### config.mk
export PLATFORM = sky130hd
export DESIGN_NAME = sha1_hash_engine
export DESIGN_NICKNAME = d
export VERILOG_FILES = /design/src/design/sha1_pkg.sv /design/src/design/sha1_front.sv /design/src/design/sha1_queue.sv /design/src/design/sha1_core.sv /design/src/design/sha1_hash_engine.sv
export SDC_FILE = /design/constraint.sdc
export NUM_CORES = 2
export LEC_CHECK = 0
export BUFFER_PORTS_ARGS = -buffer_cell sky130_fd_sc_hd__clkbuf_2
export CORE_UTILIZATION = 35
export CTS_CLUSTER_DIAMETER = 150
export DETAILED_ROUTE_END_ITERATION = 10
export SYNTH_ARGS = -nofsm -noshare
export SYNTH_HDL_FRONTEND = slang
export SYNTH_SLANG_ARGS = --single-unit
### constraint.sdc
create_clock -name clk -period 14.09 [get_ports clk]
set_clock_uncertainty 0.15 [all_clocks]
set_input_delay 1.409 -clock clk [delete_from_list [all_inputs] [get_ports clk]]
set_output_delay 1.409 -clock clk [all_outputs]
set_load 0.01 [all_outputs]
### src/design/sha1_pkg.sv
// ----------------------------------------------------------------------------
// sha1_pkg: shared types, constants and round helpers
// Queue item type, sequencer states, SHA-1 initial values and round functions.
// ----------------------------------------------------------------------------
package sha1_pkg;

  localparam int QUEUE_DEPTH_DEF = 4;

  localparam logic [31:0] IV0 = 32'h67452301;
  localparam logic [31:0] IV1 = 32'hEFCDAB89;
  localparam logic [31:0] IV2 = 32'h98BADCFE;
  localparam logic [31:0] IV3 = 32'h10325476;
  localparam logic [31:0] IV4 = 32'hC3D2E1F0;

  localparam logic [31:0] K0 = 32'h5A827999;
  localparam logic [31:0] K1 = 32'h6ED9EBA1;
  localparam logic [31:0] K2 = 32'h8F1BBCDC;
  localparam logic [31:0] K3 = 32'hCA62C1D6;

  localparam logic [31:0] PAD_MARK = 32'h80000000;
  localparam logic [2:0]  FULL_WORD = 3'd4;

  // one classified input item as it sits in the queue
  typedef struct packed {
    logic [31:0] word;
    logic [2:0]  nbytes;
    logic        last;
  } q_item_t;

  typedef enum logic [2:0] {
    ST_IDLE,
    ST_PAD,
    ST_ROUND,
    ST_FINAL,
    ST_OUT
  } core_state_t;

  function automatic logic [31:0] round_f(input logic [6:0] r, input logic [31:0] b,
                                           input logic [31:0] c, input logic [31:0] d);
    logic [31:0] f;
    if (r < 7'd20) begin
      f = (b & c) | (~b & d);
    end else if (r < 7'd40) begin
      f = b ^ c ^ d;
    end else if (r < 7'd60) begin
      f = (b & c) | (b & d) | (c & d);
    end else begin
      f = b ^ c ^ d;
    end
    return f;
  endfunction

  function automatic logic [31:0] round_k(input logic [6:0] r);
    logic [31:0] k;
    if (r < 7'd20) begin
      k = K0;
    end else if (r < 7'd40) begin
      k = K1;
    end else if (r < 7'd60) begin
      k = K2;
    end else begin
      k = K3;
    end
    return k;
  endfunction

  // final data word: keep the valid leading bytes, place the 0x80 marker after them unless all four are valid
  function automatic logic [31:0] tail_word(input logic [31:0] w, input logic [2:0] v);
    logic [31:0] r;
    case (v)
      3'd0:    r = 32'h80000000;
      3'd1:    r = {w[31:24], 24'h800000};
      3'd2:    r = {w[31:16], 16'h8000};
      3'd3:    r = {w[31:8], 8'h80};
      default: r = w;
    endcase
    return r;
  endfunction

endpackage

### src/design/sha1_front.sv
// ----------------------------------------------------------------------------
// sha1_front: input side
// Accepts message words and classifies them into queue items: inner words
// always count four bytes, the final word's byte count saturates at four.
// ----------------------------------------------------------------------------
module sha1_front
  import sha1_pkg::*;
(
  input  logic        s_tvalid,
  output logic        s_tready,
  input  logic [31:0] s_tdata,   // message_word
  input  logic [2:0]  s_tuser,   // valid_bytes
  input  logic        s_tlast,   // last_word
  input  logic        q_full,
  output logic        q_push,
  output q_item_t     q_item
);

  logic [2:0] nbytes;

  always_comb begin
    if (!s_tlast || s_tuser > FULL_WORD) begin
      nbytes = FULL_WORD;
    end else begin
      nbytes = s_tuser;
    end
  end

  assign s_tready      = !q_full;
  assign q_push        = s_tvalid && !q_full;
  assign q_item.word   = s_tdata;
  assign q_item.nbytes = nbytes;
  assign q_item.last   = s_tlast;

endmodule

### src/design/sha1_queue.sv
// ----------------------------------------------------------------------------
// sha1_queue: item queue
// Short FIFO between the input side and the compression sequencer.
// ----------------------------------------------------------------------------
module sha1_queue
  import sha1_pkg::*;
#(
  parameter int DEPTH = QUEUE_DEPTH_DEF
) (
  input  logic    clk,
  input  logic    rst,
  input  logic    push,
  input  q_item_t push_item,
  output logic    full,
  input  logic    pop,
  output logic    not_empty,
  output q_item_t head
);

  localparam int PW = (DEPTH > 1) ? $clog2(DEPTH) : 1;
  localparam int CW = $clog2(DEPTH + 1);

  q_item_t        mem [DEPTH];
  logic [PW-1:0]  wr_ptr;
  logic [PW-1:0]  rd_ptr;
  logic [CW-1:0]  count;
  logic           do_push;
  logic           do_pop;

  assign full      = (count == CW'(DEPTH));
  assign not_empty = (count != '0);
  assign head      = mem[rd_ptr];
  assign do_push   = push && !full;
  assign do_pop    = pop && not_empty;

  always_ff @(posedge clk) begin
    if (do_push) begin
      mem[wr_ptr] <= push_item;
    end
  end

  always_ff @(posedge clk) begin
    if (rst) begin
      wr_ptr <= '0;
      rd_ptr <= '0;
      count  <= '0;
    end else begin
      if (do_push) begin
        wr_ptr <= (wr_ptr == PW'(DEPTH - 1)) ? '0 : wr_ptr + 1'b1;
      end
      if (do_pop) begin
        rd_ptr <= (rd_ptr == PW'(DEPTH - 1)) ? '0 : rd_ptr + 1'b1;
      end
      if (do_push && !do_pop) begin
        count <= count + 1'b1;
      end else if (do_pop && !do_push) begin
        count <= count - 1'b1;
      end
    end
  end

endmodule

### src/design/sha1_core.sv
// ----------------------------------------------------------------------------
// sha1_core: compression sequencer
// Loads the 16-word schedule line, generates padding words, runs one SHA-1
// round per cycle, folds into the chaining words and registers the digest.
// ----------------------------------------------------------------------------
module sha1_core
  import sha1_pkg::*;
(
  input  logic           clk,
  input  logic           rst,
  input  logic           q_valid,
  input  q_item_t        q_head,
  output logic           q_pop,
  output logic           m_tvalid,
  input  logic           m_tready,
  output logic [159:0]   m_tdata
);

  core_state_t state, state_next;

  logic [31:0] w [16];          // schedule line, w[0] is the current round word
  logic [31:0] a, b, c, d, e;
  logic [31:0] h0, h1, h2, h3, h4;
  logic [6:0]  round;
  logic [3:0]  wcnt;
  logic [63:0] byte_cnt;
  logic [4:0]  pos;             // position within the padded tail, 0..31
  logic [3:0]  tail_n;
  logic [31:0] tail_w;
  logic [2:0]  tail_v;
  logic        two_blk;
  logic        in_pad;

  logic [31:0] pad_w;
  logic [31:0] w_new;
  logic [31:0] t_sum;
  logic [63:0] bit_len;
  logic [6:0]  used;
  logic        shift_in;
  logic [31:0] shift_word;
  logic        load_out;

  assign bit_len = {byte_cnt[60:0], 3'b000};
  assign used    = {1'b0, wcnt, 2'b00} + {4'd0, q_head.nbytes} + 7'd1;

  // padding word for tail position pos
  always_comb begin
    pad_w = '0;
    if (pos == {1'b0, tail_n}) begin
      pad_w = tail_word(tail_w, tail_v);
    end else if (tail_v == FULL_WORD && pos == {1'b0, tail_n} + 5'd1) begin
      pad_w = PAD_MARK;
    end else if (pos == {two_blk, 4'd14}) begin
      pad_w = bit_len[63:32];
    end else if (pos == {two_blk, 4'd15}) begin
      pad_w = bit_len[31:0];
    end
  end

  assign w_new = {w[13][30:0] ^ w[8][30:0] ^ w[2][30:0] ^ w[0][30:0],
                  w[13][31] ^ w[8][31] ^ w[2][31] ^ w[0][31]};
  assign t_sum = {a[26:0], a[31:27]} + round_f(round, b, c, d) + e + round_k(round) + w[0];

  always_comb begin
    state_next = state;
    q_pop      = 1'b0;
    shift_in   = 1'b0;
    shift_word = pad_w;
    load_out   = 1'b0;
    case (state)
      ST_IDLE: begin
        q_pop = q_valid;
        if (q_valid) begin
          if (!q_head.last) begin
            shift_in   = 1'b1;
            shift_word = q_head.word;
            if (wcnt == 4'd15) begin
              state_next = ST_ROUND;
            end
          end else begin
            state_next = ST_PAD;
          end
        end
      end
      ST_PAD: begin
        shift_in = 1'b1;
        if (pos[3:0] == 4'd15) begin
          state_next = ST_ROUND;
        end
      end
      ST_ROUND: begin
        if (round == 7'd79) begin
          state_next = ST_FINAL;
        end
      end
      ST_FINAL: begin
        if (!in_pad) begin
          state_next = ST_IDLE;
        end else if (two_blk && pos == 5'd16) begin
          state_next = ST_PAD;
        end else begin
          state_next = ST_OUT;
        end
      end
      ST_OUT: begin
        if (!m_tvalid || m_tready) begin
          load_out   = 1'b1;
          state_next = ST_IDLE;
        end
      end
      default: state_next = ST_IDLE;
    endcase
  end

  always_ff @(posedge clk) begin
    if (rst) begin
      state <= ST_IDLE;
    end else begin
      state <= state_next;
    end
  end

  // schedule line and working variables
  always_ff @(posedge clk) begin
    if (shift_in) begin
      for (int i = 0; i < 15; i++) begin
        w[i] <= w[i+1];
      end
      w[15] <= shift_word;
    end else if (state == ST_ROUND) begin
      for (int i = 0; i < 15; i++) begin
        w[i] <= w[i+1];
      end
      w[15] <= w_new;
    end
    if (state_next == ST_ROUND && state != ST_ROUND) begin
      a <= h0;
      b <= h1;
      c <= h2;
      d <= h3;
      e <= h4;
    end else if (state == ST_ROUND) begin
      a <= t_sum;
      b <= a;
      c <= {b[1:0], b[31:2]};
      d <= c;
      e <= d;
    end
    if (state == ST_IDLE && q_valid && q_head.last) begin
      tail_w  <= q_head.word;
      tail_v  <= q_head.nbytes;
      tail_n  <= wcnt;
      two_blk <= (used > 7'd56);
    end
  end

  always_ff @(posedge clk) begin
    if (rst) begin
      h0       <= IV0;
      h1       <= IV1;
      h2       <= IV2;
      h3       <= IV3;
      h4       <= IV4;
      round    <= '0;
      wcnt     <= '0;
      byte_cnt <= '0;
      pos      <= '0;
      in_pad   <= 1'b0;
      m_tvalid <= 1'b0;
    end else begin
      case (state)
        ST_IDLE: begin
          round <= '0;
          if (q_valid) begin
            if (!q_head.last) begin
              wcnt     <= wcnt + 4'd1;
              byte_cnt <= byte_cnt + 64'd4;
            end else begin
              byte_cnt <= byte_cnt + {61'd0, q_head.nbytes};
              pos      <= {1'b0, wcnt};
              wcnt     <= '0;
              in_pad   <= 1'b1;
            end
          end
        end
        ST_PAD: begin
          pos <= pos + 5'd1;
        end
        ST_ROUND: begin
          round <= round + 7'd1;
        end
        ST_FINAL: begin
          round <= '0;
          h0    <= h0 + a;
          h1    <= h1 + b;
          h2    <= h2 + c;
          h3    <= h3 + d;
          h4    <= h4 + e;
        end
        ST_OUT: begin
          if (load_out) begin
            h0       <= IV0;
            h1       <= IV1;
            h2       <= IV2;
            h3       <= IV3;
            h4       <= IV4;
            byte_cnt <= '0;
            in_pad   <= 1'b0;
          end
        end
        default: ;
      endcase
      if (load_out) begin
        m_tvalid <= 1'b1;
      end else if (m_tready) begin
        m_tvalid <= 1'b0;
      end
    end
  end

  always_ff @(posedge clk) begin
    if (load_out) begin
      m_tdata <= {h4, h3, h2, h1, h0};
    end
  end

endmodule

### src/design/sha1_hash_engine.sv
// ----------------------------------------------------------------------------
// sha1_hash_engine: streaming SHA-1 engine
// Hashes a stream of big-endian words with hardware padding, one digest per
// message.
// ----------------------------------------------------------------------------
// Message words enter on the s_ side, first byte in bits 31..24; the word with
// s_tlast set ends the message and s_tuser gives its valid leading bytes (0 to
// 4). A short queue takes words while the sequencer works. Each 16-word block
// loads the schedule line from the queue, runs the SHA-1 rounds on the single
// round datapath and folds into the chaining words. After the last word the
// sequencer generates the pad words of the first padded block and compresses
// it, does the same for a second block when one is needed, then registers the
// 160-bit digest, h0 in the low 32 bits, once the output is free. The engine
// then starts over from the initial chaining values.
module sha1_hash_engine
  import sha1_pkg::*;
#(
  parameter int QUEUE_DEPTH = QUEUE_DEPTH_DEF
) (
  input  logic         clk,
  input  logic         rst,
  input  logic         s_tvalid,
  output logic         s_tready,
  input  logic [31:0]  s_tdata,   // message_word
  input  logic [2:0]   s_tuser,   // valid_bytes
  input  logic         s_tlast,   // last_word
  output logic         m_tvalid,
  input  logic         m_tready,
  output logic [159:0] m_tdata    // digest_h0, digest_h1, digest_h2, digest_h3, digest_h4
);

  q_item_t in_item;
  q_item_t head;
  logic    q_push;
  logic    q_full;
  logic    q_pop;
  logic    q_valid;

  sha1_front u_front (
    .s_tvalid (s_tvalid),
    .s_tready (s_tready),
    .s_tdata  (s_tdata),
    .s_tuser  (s_tuser),
    .s_tlast  (s_tlast),
    .q_full   (q_full),
    .q_push   (q_push),
    .q_item   (in_item)
  );

  sha1_queue #(
    .DEPTH (QUEUE_DEPTH)
  ) u_queue (
    .clk       (clk),
    .rst       (rst),
    .push      (q_push),
    .push_item (in_item),
    .full      (q_full),
    .pop       (q_pop),
    .not_empty (q_valid),
    .head      (head)
  );

  sha1_core u_core (
    .clk      (clk),
    .rst      (rst),
    .q_valid  (q_valid),
    .q_head   (head),
    .q_pop    (q_pop),
    .m_tvalid (m_tvalid),
    .m_tready (m_tready),
    .m_tdata  (m_tdata)
  );

endmodule

* Yosys cells after proc, flatten, opt, wreduce, memory -nomap -nowiden *
Memory sizes are Yosys's and may differ from the RTL's. A register that Yosys moved wholly into a read port is not among the register bits.
Cells that the tools add are included.

operators by class
  reductions and logical operators = 33
  multiplexer cells = 94
  eq/ne operators = 24
  magnitude comparators = 5
  add/subtract/negate cells = 21
  bitwise logic cells = 32

operator list
  operator               count
  $mux 32                43
  $pmux 32 s2            5
  $add 32x32->32         9
  $mux 64                3
  $and 32x32->32         4
  $pmux 32 s4            1
  $pmux 64 s2            1
  $or 32x32->32          3
  $xor 31x31->31         3
  $add 64x3->64          1
  $add 64x3->64 const B  1
  $xor 32x32->32         2
  $mux 3                 11
  $not 32->32            1
  $mux 31                1
  $mux 1                 17
  $or 1x1->1             16
  $eq 3x2->1 const B     5
  $eq 5x5->1             3
  $pmux 3 s5             1
  $add 7x1->7 const B    2
  $lt 7x6->1 const B     2
  $pmux 7 s2             1
  $reduce_bool 2->1      7
  other kinds (34)       66

storage, ports and cells
  register bits after elaboration = 612
  logic and storage cells = 236
  bits in writable memories = 656
  memories kept = 2

memory list
  name         depth  width  read ports  clocked after memory_dff  wr ports  line              RTL
  u_core.w     16     32     16          0                         16        sha1_core.sv:21   logic [31:0] w [16];
  u_queue.mem  4      36     1           1                         1         sha1_queue.sv:23  q_item_t mem [DEPTH];

* Logic depth before layout (Yosys ltp) *
  depth after elaboration = 12
  depth in mapped cells = 27
  depth with buffers taken out = 25

* Modules after synthesis *
From an unflattened synthesis, not the netlist that was laid out.

unflattened totals
  cell total of the unflattened synthesis = 4631
  area total of the unflattened synthesis = 58021.9 µm²

by module, submodules not included
  module      area each (µm²)  cells an instance  times used
  sha1_core   52039.9          4355               1
  sha1_queue  5700.5           238                1
  sha1_front  281.5            38                 1

* Worst setup path after synthesis *
OpenSTA, ideal clock, no wires.

  path kind = reg2reg
  from = reg with a tool-made name
  to = mem u_core.w[0][0] (enable)
  period minus slack after synthesis = 13.912 ns
  setup time = 3.658 ns
  required time = 10.282 ns
  data arrival time = 10.104 ns
  path buffers = 4
  path slack = 0.178 ns
  cell stages (with the launch flop) = 9
  path through = dfxtp_1 -> buf_6 -> mux4_2 -> buf_6 -> nor2_1 -> clkbuf_1 -> nor2_1 -> clkbuf_1 -> nand2_1

RTL lines
  element           line
  end: declaration  sha1_core.sv:21

* Worst setup path in the final report *
  from = reg u_core.round[4]
  to = reg u_core.a[29] (data pin)

between the ends
  longest elaborated chain between the ends = 10
  elaborated cells between the ends (all ways) = 20
  classes of those cells = add/sub (4); order compare (3); eq/ne (2); mux (10); reduce/logical (1)

RTL lines
  element                       line                            RTL
  start: declaration            sha1_core.sv:24                 logic [6:0] round;
  start signal: assignment      sha1_core.sv:190                round <= round + 7'd1;
  $lt 7x6->1                    sha1_pkg.sv:45, sha1_pkg.sv:59
  $mux 32                       sha1_pkg.sv:45                  end else if (r < 7'd60) begin
  $mux 32                       sha1_pkg.sv:43                  end else if (r < 7'd40) begin
  $mux 32                       sha1_pkg.sv:41                  if (r < 7'd20) begin
  $add 32x32->32 (4 in series)  sha1_core.sv:62                 assign t_sum = {a[26:0], a[31:27]} + round_f(round, b, c, d) + e + round_k(round) + w[0];
  $mux 32                       sha1_core.sv:142                end else if (state == ST_ROUND) begin
  $mux 32 (*)                   sha1_core.sv:136                if (state_next == ST_ROUND && state != ST_ROUND) begin
  end signal: assignment        sha1_core.sv:143                a <= t_sum;
  end: declaration              sha1_core.sv:22                 logic [31:0] a, b, c, d, e;

Every way passes the cells marked *; elsewhere a longest branch is shown, timed or not. The select of a mux whose other input is x is not followed.
A chain may end at the register's enable or synchronous reset.

==> impl_metrics.toml <==
[global_routing]
grt_pass1_wl_mm = 222
grt.total_usage_pct = 17.3
grt_pass1_vias = 35800
overflow = 0
antenna_found_initial = 5
grt_max_degree = 216

[place]
dp_cells = 6934
place_area_um2 = 61700
dpl.hpwl_mm = 102
gp_congestion = 0.918
io_buffers = 201

[die]
dieHeight_um = 410
pin_count = 202
start_util_pct = 35.3
coreArea_um2 = 165000
die-width_um = 410
row_count = 149
dieArea_um2 = 168000

[logic_synthesis]
synth_commonest_cells = "edfxtp_1 (1016), nand2_1 (612), nor2_1 (333), dfxtp_1 (251), ha_1 (237)"
synth_most_common_cell = "edfxtp_1"
synth_xor_area_share_pct = 4.26
synth_area_um2 = 58200
synth_top_family_by_area = "simple AND/OR/NAND/NOR gates"
syn_inst = 4657
ys_top_cells_by_area = "edfxtp_1 (52%), dfxtp_1 (8.6%), ha_1 (5.1%), fa_1 (4.3%), nand2_1 (3.9%)"
ys_seq_elements = 1267
synth_top_area_share_pct = 52.5
synth-adder-area-share_pct = 9.43
ys_types = 84
synthSimpleGateAreaFrac_pct = 10.6
synth_compound_area_share_pct = 10.4
synth_edf_count = 1016
ys_async_sr_fraction_pct = 0
yosysSeqAreaShare_pct = 61.1
synth.area.mux_share_pct = 1.69
avgSynthCellArea_um2 = 12.5
syn_nets = 5060
synth.largest_area_cell = "edfxtp_1"
synthFlopType = "edfxtp_1"
ys_warn_count = 0

[power_and_ir_drop]
p_total_mw = 12.1
p_leak_nw = 24.8
power.density_nw_per_um2 = 182
peakVddDrop_v = 0.000303

[clock_tree]
cts_max_path_buffers = 3
tritoncts = "done"
ctsRootBufferMaster = "clkbuf_16"
clock_latency_ns = 0.78
cts.sinks = 1267
post_cts_buffers = 0
cts.clk_slew.worst_paths_ns = 0.06
htreeDepth = 4
cts_hold_buf = 0
numCtsBuffers = 135
cts_resized = 0

[sta]
setup_viol = 0
slew_violations = 0
relSlewSlack_pct = 18.1
period_minus_slack_ns = 8.04
hold_viol = 0
grt_setup_unrepaired = "false"
fmax_mhz = 124
fin_crit_sh_pct = 57.0
tns_ns = 0
tightestPinTransition_ns = 1.20

[layout]
area_delta_synth_final_pct = 14.0
final_cell_area_um2 = 66300
final_cells = 7184
fillers = 15500
final_layout_size_suffix_gt1_share_pct = 10.6
nets = 5285

[drt]
drtIter0Drc = 3419
vias = 37300
viasPerCell = 5.19
drcViolationCount = 90
drt-wirelength-per-cell_um = 20.5
wirelength_mm = 147
dr.pass1.iters = 9
antenna_left = 0

[worst_setup_path]
crit_path_end_kind = "flop"
start_kind = "flop"
worstPathRequired_ns = 14.42
cp.arrival_ns = 8.37
crit_fanout = 35
crit_type = "reg -> reg"

[outcome]
violations = "design-rule violations"
status = "complete, but fails checks"

[flow_run]
cap_violations = 0

[worst_hold_path]
hp-class = "reg -> reg"
==> kinds of logic (layout without fill, tap and decap cells) <==
logic type	count (synthesis)	count (layout)
adders and majority gates	363	363
AOI/OAI and AO/OA	926	926
xor gates and xnor gates	283	283
DFF	1267	1267
and+or+nand+nor	1374	1374
other	0	1
muxes	52	52
buffers and inverters	392	729
==> report_power, final <==
part           internal (mW)  switching [mW]  total (mW)
sequential              5.58           0.398        5.98
combinational          0.831            1.60        2.43
clock                   2.14            1.51        3.66
==> flip-flops by register name, indices dropped and copies added, names as in the netlist, 3 cells and up, named ones only <==
register,count
u_core.e,32
u_core.h0,32
u_core.c,32
u_core.tail_w,32
u_core.h2,32
u_core.h4,32
u_core.wcnt,4
u_core.tail_n,4
u_core.d,32
u_core.w,512
u_queue.mem,144
u_core.state,3
u_core.byte_cnt,61
u_core.tail_v,3
u_core.b,32
u_core.h3,32
u_core.round,7
u_core.a,32
u_queue.count,3
u_core.m_tdata,160
u_core.pos,5
u_core.h1,32
==> through the flow <==
| stage | hold slack, ns | worst slack (ns) | util (%) |
|---|---|---|---|
| final | 0.257 | 6.05 | 40.2 |
| after global routing | 0.266 | 5.48 | 40.2 |
| after CTS | 0.256 | 6.06 | 40.2 |
| after detailed placement | 0.255 | 6.08 | 37.4 |
| after global placement | 0.250 | 6.19 | 37.4 |
| after floorplan | 0.250 | 0.178 | - |
==> final cells by class <==
type / instances / area, um2 / share of cell area (%)
Inverter: 235 / 901 / 1.36
Tap cell: 2189 / 2740 / 4.13
Clock inverter: 76 / 896 / 1.35
Multi-Input combinational cell: 2998 / 21200 / 32.0
Clock buffer: 173 / 3680 / 5.56
Sequential cell: 1267 / 35500 / 53.6
Timing Repair Buffer: 245 / 1360 / 2.06
Antenna cell: 1 / 2.50 / 0.00377
==> layout by cell type (no fill, tap or decap), types with 43 or more instances in the layout <==
master	netlist	routed
nor3_1	74	73
ha_1	237	237
clkbuf_2	1	200
o21ai_0	222	222
clkbuf_16	0	138
xor2_1	118	118
fa_1	126	126
a22oi_1	62	62
nand3_1	94	94
dfxtp_1	251	250
nor2_1	333	326
nor2b_1	59	59
buf_4	0	43
nand2_1	612	608
edfxtp_1	1016	1016
inv_1	231	228
xnor2_1	165	165
a21o_1	95	95
a21oi_1	201	201
and3_1	45	45
==> final timing paths <==
path	start	endpoint	slack, ns	cells after the start
worst max-delay path	u_core.round[4]	u_core.a[29]	6.05	24
worst min-delay path	u_core.w[14][30]	u_core.w[13][30]	0.26	0
worst max register to register	u_core.round[4]	u_core.a[29]	6.05	24
worst min register to register	u_core.w[14][30]	u_core.w[13][30]	0.26	0
==> layer usage <==
metal / track usage [%] / routed length [um]
met5: 0 / 0
met4: 5.76 / 4200
met3: 3.13 / 10700
met2: 26.2 / 65000
met1: 25.0 / 67300
==> critical path: stages (launching register included) <==
cell,delay [ns]
dfxtp_1,0.39
a41oi_1,0.59
inv_1,0.36
nor2_1,0.28
clkinv_1,0.09
buf_4,0.27
nand2_1,0.13
buf_4,0.37
nor2_1,0.08
nor2_1,0.14
fa_1,0.46
fa_1,0.53
inv_1,0.06
fa_1,0.50
fa_1,0.48
nor2b_1,0.12
o21a_1,0.13
o21a_1,0.19
o2111ai_1,0.25
a2111oi_0,1.07
o211ai_1,0.30
a21oi_1,0.37
a31oi_1,0.14
xor2_1,0.15
a21oi_1,0.08
Note: power is estimated with default switching activity, not from simulation.
